**src/tcp_receiver_reorder_tracker_unit_assert.svh**
```systemverilog
// ----------------------------------------------------------------------------
// TCP receive reorder tracker assertion macros
// Shared property wrappers for the concurrent checks in the RTL.
// ----------------------------------------------------------------------------
`ifndef TCP_RECEIVER_REORDER_TRACKER_UNIT_ASSERT_SVH
`define TCP_RECEIVER_REORDER_TRACKER_UNIT_ASSERT_SVH

// The consequent must hold in the same cycle as the antecedent.
`define TRT_ASSERT_IMPLY(label, clk, rstn, ante, cons, msg) \
    label: assert property (@(posedge clk) disable iff (!(rstn)) (ante) |-> (cons)) \
        else $error(msg);

// The consequent must hold in the cycle after the antecedent.
`define TRT_ASSERT_NEXT(label, clk, rstn, ante, cons, msg) \
    label: assert property (@(posedge clk) disable iff (!(rstn)) (ante) |=> (cons)) \
        else $error(msg);

`endif

```
**src/trt_pkg.sv**
```systemverilog
// ----------------------------------------------------------------------------
// TCP receive reorder tracker package
// Shared widths, reset values, codes, item types and state types.
// ----------------------------------------------------------------------------
package trt_pkg;

    localparam int OFFSET_W       = 31;
    localparam int SENDER_W       = 16;
    localparam int SIZE_W         = 16;
    localparam int WINREG_W       = 7;
    localparam int ACK_W          = 32;
    localparam int DRAIN_W        = 7;
    localparam int S_TDATA_W      = 48;
    localparam int M_TDATA_W      = 64;
    localparam int CFG_DATA_W     = 16;
    localparam int WINDOW_MAX_DEF = 64;
    localparam int DIV_STEPS      = 32;
    localparam int QUEUE_DEPTH    = 2;

    localparam logic [SIZE_W-1:0]   SEG_SIZE_RESET = 16'd1460;
    localparam logic [WINREG_W-1:0] WINDOW_RESET   = 7'd32;

    typedef enum logic {
        REG_SEGMENT_SIZE    = 1'b0,
        REG_WINDOW_SEGMENTS = 1'b1
    } cfg_reg_t;

    typedef enum logic [1:0] {
        OUTCOME_IN_ORDER = 2'd0,
        OUTCOME_BUFFERED = 2'd1,
        OUTCOME_OLD      = 2'd2,
        OUTCOME_OVERFLOW = 2'd3
    } outcome_t;

    typedef struct packed {
        logic [SENDER_W-1:0] sender_id;
        logic [OFFSET_W-1:0] segment_offset;
    } item_t;

    typedef struct packed {
        logic [DRAIN_W-1:0]  segments_drained;
        logic                new_transfer;
        outcome_t            outcome;
        logic [SENDER_W-1:0] ack_destination;
        logic [ACK_W-1:0]    ack_offset;
    } result_t;

    typedef enum logic [1:0] {
        F_IDLE,
        F_DIV,
        F_PUSH
    } front_state_t;

    typedef enum logic [2:0] {
        B_IDLE,
        B_LOAD,
        B_CLASS,
        B_DIV_START,
        B_DIV,
        B_DRAIN,
        B_OUT
    } back_state_t;

endpackage

```
**src/tcp_receiver_reorder_tracker_unit.sv**
```systemverilog
// ----------------------------------------------------------------------------
// TCP receive reorder tracker
// Tracks the expected byte offset of a TCP transfer, buffers out-of-order
// segments in a window bitmap and returns one acknowledgement per segment.
// ----------------------------------------------------------------------------
// Every accepted segment produces exactly one acknowledgement transfer. The
// front end spends most of each segment in a serial divider that finds the
// window slot of the offset, takes a new segment only once the last is in
// the queue, and overlaps with the back end working on the previous one.
// The back end passes a buffered, old or overflowing segment through its
// load, classify and output states; an in-order segment also runs its own
// 32-step serial divider for the slot of the new expected offset, drains
// buffered slots and reruns the divider when that offset saturates. The
// acknowledgement sits in an output register, so the next segment is
// taken while it waits. Configuration writes act even mid-segment.
// ----------------------------------------------------------------------------
module tcp_receiver_reorder_tracker_unit #(
    parameter int WINDOW_MAX = trt_pkg::WINDOW_MAX_DEF
) (
    input  logic                              aclk,
    input  logic                              aresetn,
    input  logic                              s_tvalid,
    output logic                              s_tready,
    // segment_offset [30:0], sender_id [46:31], zero pad [47]
    input  logic [trt_pkg::S_TDATA_W-1:0]     s_tdata,
    output logic                              m_tvalid,
    input  logic                              m_tready,
    // ack_offset [31:0], ack_destination [47:32], outcome [49:48],
    // new_transfer [50], segments_drained [57:51], zero pad [63:58]
    output logic [trt_pkg::M_TDATA_W-1:0]     m_tdata,
    input  logic                              cfg_wr_en,
    input  logic                              cfg_wr_index,
    input  logic [trt_pkg::CFG_DATA_W-1:0]    cfg_wr_data
);

    localparam int WIN_W  = $clog2(WINDOW_MAX + 1);
    localparam int SLOT_W = (WINDOW_MAX > 1) ? $clog2(WINDOW_MAX) : 1;
    localparam int Q_W    = $bits(trt_pkg::item_t) + SLOT_W;

    logic [trt_pkg::SIZE_W-1:0]   seg_size_reg;
    logic [trt_pkg::WINREG_W-1:0] window_reg;
    logic [trt_pkg::SIZE_W-1:0]   size_eff;
    logic [WIN_W-1:0]             win_eff;

    trt_pkg::item_t     in_item;
    trt_pkg::item_t     front_item;
    logic [SLOT_W-1:0]  front_slot;
    logic               q_push, q_full, q_pop, q_not_empty;
    logic [Q_W-1:0]     q_head;
    trt_pkg::result_t   result;

    always_ff @(posedge aclk) begin
        if (!aresetn) begin
            seg_size_reg <= trt_pkg::SEG_SIZE_RESET;
            window_reg   <= trt_pkg::WINDOW_RESET;
        end else if (cfg_wr_en) begin
            unique case (trt_pkg::cfg_reg_t'(cfg_wr_index))
                trt_pkg::REG_SEGMENT_SIZE:    seg_size_reg <= cfg_wr_data;
                trt_pkg::REG_WINDOW_SEGMENTS: window_reg <= cfg_wr_data[trt_pkg::WINREG_W-1:0];
                default: begin
                end
            endcase
        end
    end

    always_comb begin
        size_eff = (seg_size_reg == '0) ? trt_pkg::SIZE_W'(1) : seg_size_reg;
        priority if (window_reg == '0) begin
            win_eff = WIN_W'(1);
        end else if (int'(window_reg) > WINDOW_MAX) begin
            win_eff = WIN_W'(WINDOW_MAX);
        end else begin
            win_eff = WIN_W'(window_reg);
        end
    end

    assign in_item.segment_offset = s_tdata[trt_pkg::OFFSET_W-1:0];
    assign in_item.sender_id      = s_tdata[trt_pkg::OFFSET_W +: trt_pkg::SENDER_W];

    trt_front #(
        .WINDOW_MAX (WINDOW_MAX)
    ) u_front (
        .aclk     (aclk),
        .aresetn  (aresetn),
        .in_valid (s_tvalid),
        .in_ready (s_tready),
        .in_item  (in_item),
        .size_eff (size_eff),
        .win_eff  (win_eff),
        .q_push   (q_push),
        .q_full   (q_full),
        .q_item   (front_item),
        .q_slot   (front_slot)
    );

    trt_queue #(
        .WIDTH (Q_W)
    ) u_queue (
        .aclk      (aclk),
        .aresetn   (aresetn),
        .push      (q_push),
        .push_data ({front_slot, front_item}),
        .full      (q_full),
        .pop       (q_pop),
        .not_empty (q_not_empty),
        .head_data (q_head)
    );

    trt_back #(
        .WINDOW_MAX (WINDOW_MAX)
    ) u_back (
        .aclk      (aclk),
        .aresetn   (aresetn),
        .q_valid   (q_not_empty),
        .q_item    (trt_pkg::item_t'(q_head[$bits(trt_pkg::item_t)-1:0])),
        .q_slot    (q_head[Q_W-1 -: SLOT_W]),
        .q_pop     (q_pop),
        .size_eff  (size_eff),
        .win_eff   (win_eff),
        .res_valid (m_tvalid),
        .res_ready (m_tready),
        .res_data  (result)
    );

    assign m_tdata = {6'b0,
                      result.segments_drained,
                      result.new_transfer,
                      result.outcome,
                      result.ack_destination,
                      result.ack_offset};

endmodule

```
**src/trt_divmod.sv**
```systemverilog
// ----------------------------------------------------------------------------
// TCP receive reorder tracker slot divider
// Serial restoring division, one quotient bit per cycle, that keeps the
// quotient reduced modulo the window as the bits arrive.
// ----------------------------------------------------------------------------
module trt_divmod #(
    parameter int WINDOW_MAX = trt_pkg::WINDOW_MAX_DEF
) (
    input  logic                                          aclk,
    input  logic                                          aresetn,
    input  logic                                          start,
    input  logic [31:0]                                   dividend,
    input  logic [trt_pkg::SIZE_W-1:0]                    divisor,
    input  logic [$clog2(WINDOW_MAX+1)-1:0]               modulus,
    output logic                                          done,
    output logic [((WINDOW_MAX > 1) ? $clog2(WINDOW_MAX) : 1)-1:0] slot
);

    localparam int SLOT_W = (WINDOW_MAX > 1) ? $clog2(WINDOW_MAX) : 1;
    localparam int CNT_W  = $clog2(trt_pkg::DIV_STEPS);

    logic                        busy_reg, busy_next;
    logic                        done_reg, done_next;
    logic [CNT_W-1:0]            cnt_reg, cnt_next;
    logic [31:0]                 sh_reg, sh_next;
    logic [trt_pkg::SIZE_W-1:0]  rem_reg, rem_next;
    logic [SLOT_W-1:0]           qmod_reg, qmod_next;
    logic [trt_pkg::SIZE_W:0]    trial;
    logic                        qbit;
    logic [SLOT_W:0]             mtrial;
    logic [SLOT_W:0]             mod_ext;
    logic                        mge;

    always_comb begin
        trial   = {rem_reg, sh_reg[31]};
        qbit    = (trial >= {1'b0, divisor});
        mtrial  = {qmod_reg, qbit};
        mod_ext = (SLOT_W + 1)'(modulus);
        mge     = (mtrial >= mod_ext);

        busy_next = busy_reg;
        done_next = 1'b0;
        cnt_next  = cnt_reg;
        sh_next   = sh_reg;
        rem_next  = rem_reg;
        qmod_next = qmod_reg;
        if (start) begin
            busy_next = 1'b1;
            cnt_next  = '0;
            sh_next   = dividend;
            rem_next  = '0;
            qmod_next = '0;
        end else if (busy_reg) begin
            sh_next   = {sh_reg[30:0], 1'b0};
            rem_next  = trt_pkg::SIZE_W'(qbit ? (trial - {1'b0, divisor}) : trial);
            qmod_next = SLOT_W'(mge ? (mtrial - mod_ext) : mtrial);
            cnt_next  = CNT_W'(cnt_reg + 1'b1);
            if (cnt_reg == CNT_W'(trt_pkg::DIV_STEPS - 1)) begin
                busy_next = 1'b0;
                done_next = 1'b1;
            end
        end
    end

    always_ff @(posedge aclk) begin
        if (!aresetn) begin
            busy_reg <= 1'b0;
            done_reg <= 1'b0;
            cnt_reg  <= '0;
        end else begin
            busy_reg <= busy_next;
            done_reg <= done_next;
            cnt_reg  <= cnt_next;
        end
        sh_reg   <= sh_next;
        rem_reg  <= rem_next;
        qmod_reg <= qmod_next;
    end

    assign done = done_reg;
    assign slot = qmod_reg;

endmodule

```
**src/trt_queue.sv**
```systemverilog
// ----------------------------------------------------------------------------
// TCP receive reorder tracker item queue
// Small register queue between the slot-finding front and the tracking back.
// ----------------------------------------------------------------------------
module trt_queue #(
    parameter int WIDTH = 8
) (
    input  logic             aclk,
    input  logic             aresetn,
    input  logic             push,
    input  logic [WIDTH-1:0] push_data,
    output logic             full,
    input  logic             pop,
    output logic             not_empty,
    output logic [WIDTH-1:0] head_data
);

    localparam int DEPTH = trt_pkg::QUEUE_DEPTH;
    localparam int PTR_W = (DEPTH > 1) ? $clog2(DEPTH) : 1;
    localparam int CNT_W = $clog2(DEPTH + 1);

    logic [WIDTH-1:0] entry_reg [DEPTH];
    logic [PTR_W-1:0] wr_ptr_reg, wr_ptr_next;
    logic [PTR_W-1:0] rd_ptr_reg, rd_ptr_next;
    logic [CNT_W-1:0] count_reg, count_next;
    logic             do_push, do_pop;

    always_comb begin
        do_push     = push && !full;
        do_pop      = pop && not_empty;
        wr_ptr_next = wr_ptr_reg;
        rd_ptr_next = rd_ptr_reg;
        count_next  = count_reg;
        if (do_push) begin
            wr_ptr_next = (wr_ptr_reg == PTR_W'(DEPTH - 1)) ? '0 : PTR_W'(wr_ptr_reg + 1'b1);
        end
        if (do_pop) begin
            rd_ptr_next = (rd_ptr_reg == PTR_W'(DEPTH - 1)) ? '0 : PTR_W'(rd_ptr_reg + 1'b1);
        end
        if (do_push && !do_pop) begin
            count_next = CNT_W'(count_reg + 1'b1);
        end else if (do_pop && !do_push) begin
            count_next = CNT_W'(count_reg - 1'b1);
        end
    end

    always_ff @(posedge aclk) begin
        if (!aresetn) begin
            wr_ptr_reg <= '0;
            rd_ptr_reg <= '0;
            count_reg  <= '0;
        end else begin
            wr_ptr_reg <= wr_ptr_next;
            rd_ptr_reg <= rd_ptr_next;
            count_reg  <= count_next;
        end
        if (do_push) begin
            entry_reg[wr_ptr_reg] <= push_data;
        end
    end

    assign full      = (count_reg == CNT_W'(DEPTH));
    assign not_empty = (count_reg != '0);
    assign head_data = entry_reg[rd_ptr_reg];

endmodule

```
**src/trt_front.sv**
```systemverilog
// ----------------------------------------------------------------------------
// TCP receive reorder tracker front end
// Accepts segments and works out the window slot of each offset before
// handing the segment to the queue.
// ----------------------------------------------------------------------------
module trt_front #(
    parameter int WINDOW_MAX = trt_pkg::WINDOW_MAX_DEF
) (
    input  logic                                          aclk,
    input  logic                                          aresetn,
    input  logic                                          in_valid,
    output logic                                          in_ready,
    input  trt_pkg::item_t                                in_item,
    input  logic [trt_pkg::SIZE_W-1:0]                    size_eff,
    input  logic [$clog2(WINDOW_MAX+1)-1:0]               win_eff,
    output logic                                          q_push,
    input  logic                                          q_full,
    output trt_pkg::item_t                                q_item,
    output logic [((WINDOW_MAX > 1) ? $clog2(WINDOW_MAX) : 1)-1:0] q_slot
);

    localparam int SLOT_W = (WINDOW_MAX > 1) ? $clog2(WINDOW_MAX) : 1;

    trt_pkg::front_state_t state_reg, state_next;
    trt_pkg::item_t        item_reg;
    logic                  accept;
    logic                  div_done;
    logic [SLOT_W-1:0]     div_slot;

    assign accept = in_valid && in_ready;

    always_comb begin
        state_next = state_reg;
        unique case (state_reg)
            trt_pkg::F_IDLE: begin
                if (in_valid) begin
                    state_next = trt_pkg::F_DIV;
                end
            end
            trt_pkg::F_DIV: begin
                if (div_done) begin
                    state_next = trt_pkg::F_PUSH;
                end
            end
            trt_pkg::F_PUSH: begin
                if (!q_full) begin
                    state_next = trt_pkg::F_IDLE;
                end
            end
            default: state_next = trt_pkg::F_IDLE;
        endcase
    end

    always_comb begin
        in_ready = (state_reg == trt_pkg::F_IDLE);
        q_push   = (state_reg == trt_pkg::F_PUSH) && !q_full;
    end

    always_ff @(posedge aclk) begin
        if (!aresetn) begin
            state_reg <= trt_pkg::F_IDLE;
        end else begin
            state_reg <= state_next;
        end
        if (accept) begin
            item_reg <= in_item;
        end
    end

    trt_divmod #(
        .WINDOW_MAX (WINDOW_MAX)
    ) u_divmod (
        .aclk     (aclk),
        .aresetn  (aresetn),
        .start    (accept),
        .dividend ({1'b0, in_item.segment_offset}),
        .divisor  (size_eff),
        .modulus  (win_eff),
        .done     (div_done),
        .slot     (div_slot)
    );

    assign q_item = item_reg;
    assign q_slot = div_slot;

endmodule

```
**src/trt_back.sv**
```systemverilog
// ----------------------------------------------------------------------------
// TCP receive reorder tracker back end
// Holds the expected offset and the arrival bitmap, classifies each queued
// segment, drains buffered slots and registers the acknowledgement.
// ----------------------------------------------------------------------------
`include "tcp_receiver_reorder_tracker_unit_assert.svh"

module trt_back #(
    parameter int WINDOW_MAX = trt_pkg::WINDOW_MAX_DEF
) (
    input  logic                                          aclk,
    input  logic                                          aresetn,
    input  logic                                          q_valid,
    input  trt_pkg::item_t                                q_item,
    input  logic [((WINDOW_MAX > 1) ? $clog2(WINDOW_MAX) : 1)-1:0] q_slot,
    output logic                                          q_pop,
    input  logic [trt_pkg::SIZE_W-1:0]                    size_eff,
    input  logic [$clog2(WINDOW_MAX+1)-1:0]               win_eff,
    output logic                                          res_valid,
    input  logic                                          res_ready,
    output trt_pkg::result_t                              res_data
);

    localparam int WIN_W  = $clog2(WINDOW_MAX + 1);
    localparam int SLOT_W = (WINDOW_MAX > 1) ? $clog2(WINDOW_MAX) : 1;
    localparam int PROD_W = WIN_W + trt_pkg::SIZE_W;
    localparam int LIM_W  = 34 + WIN_W;

    trt_pkg::back_state_t state_reg, state_next;

    trt_pkg::item_t              item_reg, item_next;
    logic [SLOT_W-1:0]           slot_reg, slot_next;
    logic [31:0]                 exp_reg, exp_next;
    logic [PROD_W-1:0]           prod_reg, prod_next;
    logic [SLOT_W-1:0]           exp_slot_reg, exp_slot_next;
    logic [WIN_W-1:0]            drained_reg, drained_next;
    trt_pkg::outcome_t           outcome_reg, outcome_next;
    logic                        restart_reg, restart_next;
    logic [WINDOW_MAX-1:0]       bitmap_reg, bitmap_next;
    logic                        res_valid_reg, res_valid_next;
    trt_pkg::result_t            res_data_reg, res_data_next;

    logic [32:0]                 sum;
    logic [31:0]                 advanced;
    logic                        saturated;
    logic [LIM_W-1:0]            limit;
    logic [LIM_W-1:0]            off_ext;
    logic [LIM_W-1:0]            exp_ext;
    logic [SLOT_W:0]             slot_inc;
    logic                        out_free;
    logic                        drain_stop;
    logic                        div_start;
    logic                        div_done;
    logic [SLOT_W-1:0]           div_slot;

    always_comb begin
        sum        = {1'b0, exp_reg} + {17'b0, size_eff};
        saturated  = sum[32];
        advanced   = saturated ? 32'hFFFF_FFFF : sum[31:0];
        exp_ext    = LIM_W'(exp_reg);
        off_ext    = LIM_W'(item_reg.segment_offset);
        limit      = exp_ext + LIM_W'(prod_reg);
        slot_inc   = (SLOT_W + 1)'(exp_slot_reg) + 1'b1;
        out_free   = !res_valid_reg || res_ready;
        drain_stop = (drained_reg == win_eff) || !bitmap_reg[exp_slot_reg];
    end

    always_comb begin
        state_next = state_reg;
        unique case (state_reg)
            trt_pkg::B_IDLE: begin
                if (q_valid) begin
                    state_next = trt_pkg::B_LOAD;
                end
            end
            trt_pkg::B_LOAD: state_next = trt_pkg::B_CLASS;
            trt_pkg::B_CLASS: begin
                if (off_ext == exp_ext) begin
                    state_next = trt_pkg::B_DIV_START;
                end else begin
                    state_next = trt_pkg::B_OUT;
                end
            end
            trt_pkg::B_DIV_START: state_next = trt_pkg::B_DIV;
            trt_pkg::B_DIV: begin
                if (div_done) begin
                    state_next = trt_pkg::B_DRAIN;
                end
            end
            trt_pkg::B_DRAIN: begin
                if (drain_stop) begin
                    state_next = trt_pkg::B_OUT;
                end else if (saturated) begin
                    state_next = trt_pkg::B_DIV_START;
                end
            end
            trt_pkg::B_OUT: begin
                if (out_free) begin
                    state_next = trt_pkg::B_IDLE;
                end
            end
            default: state_next = trt_pkg::B_IDLE;
        endcase
    end

    always_comb begin
        q_pop          = 1'b0;
        div_start      = 1'b0;
        item_next      = item_reg;
        slot_next      = slot_reg;
        exp_next       = exp_reg;
        prod_next      = prod_reg;
        exp_slot_next  = exp_slot_reg;
        drained_next   = drained_reg;
        outcome_next   = outcome_reg;
        restart_next   = restart_reg;
        bitmap_next    = bitmap_reg;
        res_valid_next = res_valid_reg && !res_ready;
        res_data_next  = res_data_reg;

        unique case (state_reg)
            trt_pkg::B_IDLE: begin
                q_pop = q_valid;
                if (q_valid) begin
                    item_next = q_item;
                    slot_next = q_slot;
                end
            end
            trt_pkg::B_LOAD: begin
                drained_next = '0;
                prod_next    = PROD_W'(win_eff - 1'b1) * PROD_W'(size_eff);
                restart_next = (item_reg.segment_offset == '0);
                if (item_reg.segment_offset == '0) begin
                    exp_next    = '0;
                    bitmap_next = '0;
                end
            end
            trt_pkg::B_CLASS: begin
                if (off_ext == exp_ext) begin
                    outcome_next = trt_pkg::OUTCOME_IN_ORDER;
                    exp_next     = advanced;
                end else if (off_ext > exp_ext) begin
                    if (off_ext > limit) begin
                        outcome_next = trt_pkg::OUTCOME_OVERFLOW;
                    end else begin
                        outcome_next          = trt_pkg::OUTCOME_BUFFERED;
                        bitmap_next[slot_reg] = 1'b1;
                    end
                end else begin
                    outcome_next = trt_pkg::OUTCOME_OLD;
                end
            end
            trt_pkg::B_DIV_START: begin
                div_start = 1'b1;
            end
            trt_pkg::B_DIV: begin
                if (div_done) begin
                    exp_slot_next = div_slot;
                end
            end
            trt_pkg::B_DRAIN: begin
                if (!drain_stop) begin
                    bitmap_next[exp_slot_reg] = 1'b0;
                    exp_next                  = advanced;
                    drained_next              = WIN_W'(drained_reg + 1'b1);
                    exp_slot_next = (slot_inc == (SLOT_W + 1)'(win_eff)) ? '0
                                                                         : SLOT_W'(slot_inc);
                end
            end
            trt_pkg::B_OUT: begin
                if (out_free) begin
                    res_valid_next                 = 1'b1;
                    res_data_next.ack_offset       = exp_reg - {16'b0, size_eff};
                    res_data_next.ack_destination  = item_reg.sender_id;
                    res_data_next.outcome          = outcome_reg;
                    res_data_next.new_transfer     = restart_reg;
                    res_data_next.segments_drained = trt_pkg::DRAIN_W'(drained_reg);
                end
            end
            default: begin
            end
        endcase
    end

    always_ff @(posedge aclk) begin
        if (!aresetn) begin
            state_reg     <= trt_pkg::B_IDLE;
            exp_reg       <= '0;
            bitmap_reg    <= '0;
            res_valid_reg <= 1'b0;
            drained_reg   <= '0;
            exp_slot_reg  <= '0;
        end else begin
            state_reg     <= state_next;
            exp_reg       <= exp_next;
            bitmap_reg    <= bitmap_next;
            res_valid_reg <= res_valid_next;
            drained_reg   <= drained_next;
            exp_slot_reg  <= exp_slot_next;
        end
        item_reg     <= item_next;
        slot_reg     <= slot_next;
        prod_reg     <= prod_next;
        outcome_reg  <= outcome_next;
        restart_reg  <= restart_next;
        res_data_reg <= res_data_next;
    end

    trt_divmod #(
        .WINDOW_MAX (WINDOW_MAX)
    ) u_divmod (
        .aclk     (aclk),
        .aresetn  (aresetn),
        .start    (div_start),
        .dividend (exp_reg),
        .divisor  (size_eff),
        .modulus  (win_eff),
        .done     (div_done),
        .slot     (div_slot)
    );

    assign res_valid = res_valid_reg;
    assign res_data  = res_data_reg;

    `TRT_ASSERT_IMPLY(a_drain_bound, aclk, aresetn,
        (state_reg == trt_pkg::B_DRAIN), (drained_reg <= win_eff),
        "drain count exceeds the receive window")
    `TRT_ASSERT_IMPLY(a_slot_in_window, aclk, aresetn,
        (state_reg == trt_pkg::B_DRAIN), ((SLOT_W + 1)'(exp_slot_reg) < (SLOT_W + 1)'(win_eff)),
        "expected slot lies outside the receive window")
    `TRT_ASSERT_NEXT(a_result_loaded, aclk, aresetn,
        ((state_reg == trt_pkg::B_OUT) && out_free), res_valid_reg,
        "result was not registered when the output stage was free")
    `TRT_ASSERT_IMPLY(a_drain_only_in_order, aclk, aresetn,
        ((state_reg == trt_pkg::B_OUT) && (outcome_reg != trt_pkg::OUTCOME_IN_ORDER)),
        (drained_reg == '0),
        "segments drained on an arrival that was not in order")

endmodule

```
**config.mk**
```make
export PLATFORM = sky130hd
export DESIGN_NAME = tcp_receiver_reorder_tracker_unit
export DESIGN_NICKNAME = d
export VERILOG_FILES = /design/src/trt_pkg.sv /design/src/tcp_receiver_reorder_tracker_unit.sv /design/src/trt_divmod.sv /design/src/trt_queue.sv /design/src/trt_front.sv /design/src/trt_back.sv
export VERILOG_INCLUDE_DIRS = /design/src /design/src/src
export SDC_FILE = /design/constraint.sdc
export NUM_CORES = 1
export LEC_CHECK = 0
export BUFFER_PORTS_ARGS = -buffer_cell sky130_fd_sc_hd__buf_2
export CAP_MARGIN = 20
export CORE_ASPECT_RATIO = 2
export CORE_UTILIZATION = 54
export DETAILED_ROUTE_END_ITERATION = 10
export PLACE_DENSITY = 0.82
export SYNTH_ARGS = -nofsm -noshare
export SYNTH_HDL_FRONTEND = slang
export SYNTH_SLANG_ARGS = --single-unit
```
**constraint.sdc**
```tcl
create_clock -name aclk -period 9 [get_ports aclk]
set_input_delay 0.9 -clock aclk [delete_from_list [all_inputs] [get_ports aclk]]
set_output_delay 0.9 -clock aclk [all_outputs]
set_load 0.005 [all_outputs]
```
==> flow_metrics.env <==
export IMPL_startpoint="window_reg[6]"
export IMPL_crit_slowest_cell="dfxtp_1"
export IMPL_num_nets_final=3960
export IMPL_rr_endpoint="u_back.prod_reg[18]"
export IMPL_synth_edff_count=353
export IMPL_htreeDepth=2
export IMPL_fmax_ghz=0.131
export IMPL_ir_drop_mv=0.804
export IMPL_antenna_found_initial=4
export IMPL_clk_insertion_delay_late_ps=640
export IMPL_mostFrequentLayoutCells="nand2_1, edfxtp_1, inv_1"
export IMPL_layout_drive_gt1_share=0.101
export IMPL_cp_slowest_stage_delay_ps=620
export IMPL_io_pin_count=136
export IMPL_setup_viol=0
export IMPL_r2r_start="window_reg[6]"
export IMPL_drc=0
export IMPL_critical_path_arrival_ps=7980
export IMPL_gp_congestion=0.977
export IMPL_ys_seq_area_frac=0.425
export IMPL_min_path_type="flip-flop to flip-flop"
export IMPL_fin_tns_setup_ps=0
export IMPL_port_buffers=128
export IMPL_fp_dieH_microns=359
export IMPL_clock_sinks=554
export IMPL_period_needed_ps=7610
export IMPL_cts_root_buffer="clkbuf_16"
export IMPL_finalCritPeriodShare=0.845
export IMPL_cp_end_kind="flip-flop"
export IMPL_die_area_sq_um=64800
export IMPL_grt_max_degree=81
export IMPL_clk_pin_slew_ps=70
export IMPL_cp_required_ps=9370
export IMPL_drv_cap=0
export IMPL_finalHoldViolations=0
export IMPL_postCtsSetupRepairBufs=0
export IMPL_dp_hpwl_microns=67900
export IMPL_async_reset_ff_frac=0
export IMPL_critPathLaunchType="flip-flop"
export IMPL_layout_commonest_cell="nand2_1"
export IMPL_grt_use_total=0.291
export IMPL_core_sq_um=62900
export IMPL_synthFlopType="edfxtp_1"
export IMPL_cts_tree="built"
export IMPL_min_delay_path_depth=0
export IMPL_r2r_slack_ps=1390
export IMPL_start_util=0.547
export IMPL_wire_per_inst_microns=21.6
export IMPL_p_per_area_nw_per_um2=368
export IMPL_synth_area_sq_um=34400
export IMPL_drtAntennaViolNets=0
export IMPL_cts_hold_buf=0
export IMPL_ys_ff_latch=554
export IMPL_crit_type="flip-flop to flip-flop"
export IMPL_grt_pass1_vias=27000
export IMPL_cts_resized=0
export IMPL_std_cell_rows=130
export IMPL_fill_cells=5147
export IMPL_drt_iter0_markers=2266
export IMPL_cts_buffers=48
export IMPL_slew_violations=0
export IMPL_clockBufferDepth=3
export IMPL_syn_avg_cell_area_sq_um=10.1
export IMPL_status="finished, final reports clean"
export IMPL_synth_distinct_cells=93
export IMPL_num_vias=26900
export IMPL_ys_warnings_count=0
export IMPL_die_w_microns=180
export IMPL_worstHoldEndpoint="u_back.res_data[33]"
export IMPL_ff2ff_path_depth=26
export IMPL_grt_overflow=0
export IMPL_first_pass_iters=6
export IMPL_critical_path_top_delay_family="adder cells"
export IMPL_syn_to_final_growth_pct=8.98
export IMPL_total_power_uw=13800
export IMPL_p_leak_uw=0.0150
export IMPL_routed_wl_microns=93800
export IMPL_finClkSkew_ps=32.0
export IMPL_largest_reg_flops=106
export IMPL_tightestPinTransition_ps=1190
export IMPL_hold_start="u_back.item_reg[32]"
export IMPL_max_slew_margin=0.200
export IMPL_critPathMaxFanout=12
export IMPL_crit_buf_inv=7
export IMPL_rsz0062_at_grt="no"
export IMPL_syn_inst=3416
export IMPL_via_per_inst=6.18
export IMPL_grt_pass1_wl_microns=146000
-- worst max path at each step --
stage | endpoint | slack, ps | cells after the start
CTS | u_back.prod_reg[18] | 1540 | 26
detailed placement | u_back.prod_reg[18] | 1560 | 26
global route | u_back.prod_reg[18] | 970 | 26
floorplan | u_back.prod_reg[21] | 2390 | 27
finish | u_back.prod_reg[18] | 1390 | 26
global placement | u_back.prod_reg[22] | 1650 | 26
-- cells in the mapped netlist (46+ instances only) --
cell,instances,area share
mux2_2,60,0.020
o211ai_1,46,0.010
a21oi_1,182,0.026
ha_1,230,0.084
dfxtp_1,201,0.12
inv_1,304,0.033
nand3_1,60,0.0087
nor2_1,203,0.022
clkbuf_1,128,0.014
nand2_1,436,0.048
a21o_1,46,0.010
xnor2_1,116,0.030
fa_1,145,0.084
o21ai_0,200,0.029
nor3_1,48,0.0070
edfxtp_1,353,0.31
-- final cells by class --
| class | count | area (sq um) | area share |
|---|---|---|---|
| Timing Repair Buffer | 168 | 953 | 0.0254 |
| Multi-Input combinational cell | 2427 | 18100 | 0.483 |
| Tap cell | 792 | 991 | 0.0264 |
| Sequential cell | 554 | 14600 | 0.390 |
| Clock buffer | 54 | 1260 | 0.0337 |
| Clock inverter | 35 | 362 | 0.00964 |
| Inverter | 316 | 1190 | 0.0317 |
| Antenna cell | 1 | 2.50 | 0.0000667 |
-- metrics by stage --
stage / instance area (sq um) / instances / hold WS, ps / worst slack (ps) / util
after floorplan: 34600 / 3462 / 400 / 2390 / -
after global placement: 35800 / 4253 / 402 / 1650 / 0.569
after detailed placement: 35800 / 4253 / 405 / 1560 / 0.569
after CTS: 37500 / 4342 / 409 / 1540 / 0.595
after global routing: 37500 / 4346 / 412 / 968 / 0.596
final: 37500 / 4347 / 420 / 1390 / 0.596
-- logic make-up (layout without fill, tap and decap cells) --
group / count (synthesis) / after routing / synth area share
other: 2 / 49 / 0.000218
XOR/XNOR: 157 / 157 / 0.0400
multiplexers: 113 / 113 / 0.0383
AND/OR/NAND/NOR: 950 / 950 / 0.125
adder cells (fa/ha/maj): 378 / 378 / 0.169
AO/OA/AOI/OAI: 781 / 781 / 0.148
buffers and inverters: 481 / 573 / 0.0547
flip-flops: 554 / 554 / 0.425
-- per-layer routing --
metal | routed length, microns | vias to the layer above | share of wire | track usage
li1 | - | 12200 | - | -
met1 | 31900 | 12900 | 0.34 | 0.302
met2 | 46600 | 1264 | 0.50 | 0.508
met3 | 6270 | 475 | 0.067 | 0.0494
met4 | 9050 | 6 | 0.096 | 0.250
met5 | 30 | - | 0.00032 | 0
-- power by group --
part / switching, uW / total, uW / leakage, uW / internal [uW]
clock network: 1020 / 2170 / 0.000788 / 1150
logic: 4930 / 8020 / 0.00941 / 3100
registers: 263 / 3610 / 0.00485 / 3350
total: 6210 / 13800 / 0.0150 / 7590
Power figures use the tool's default switching activity.
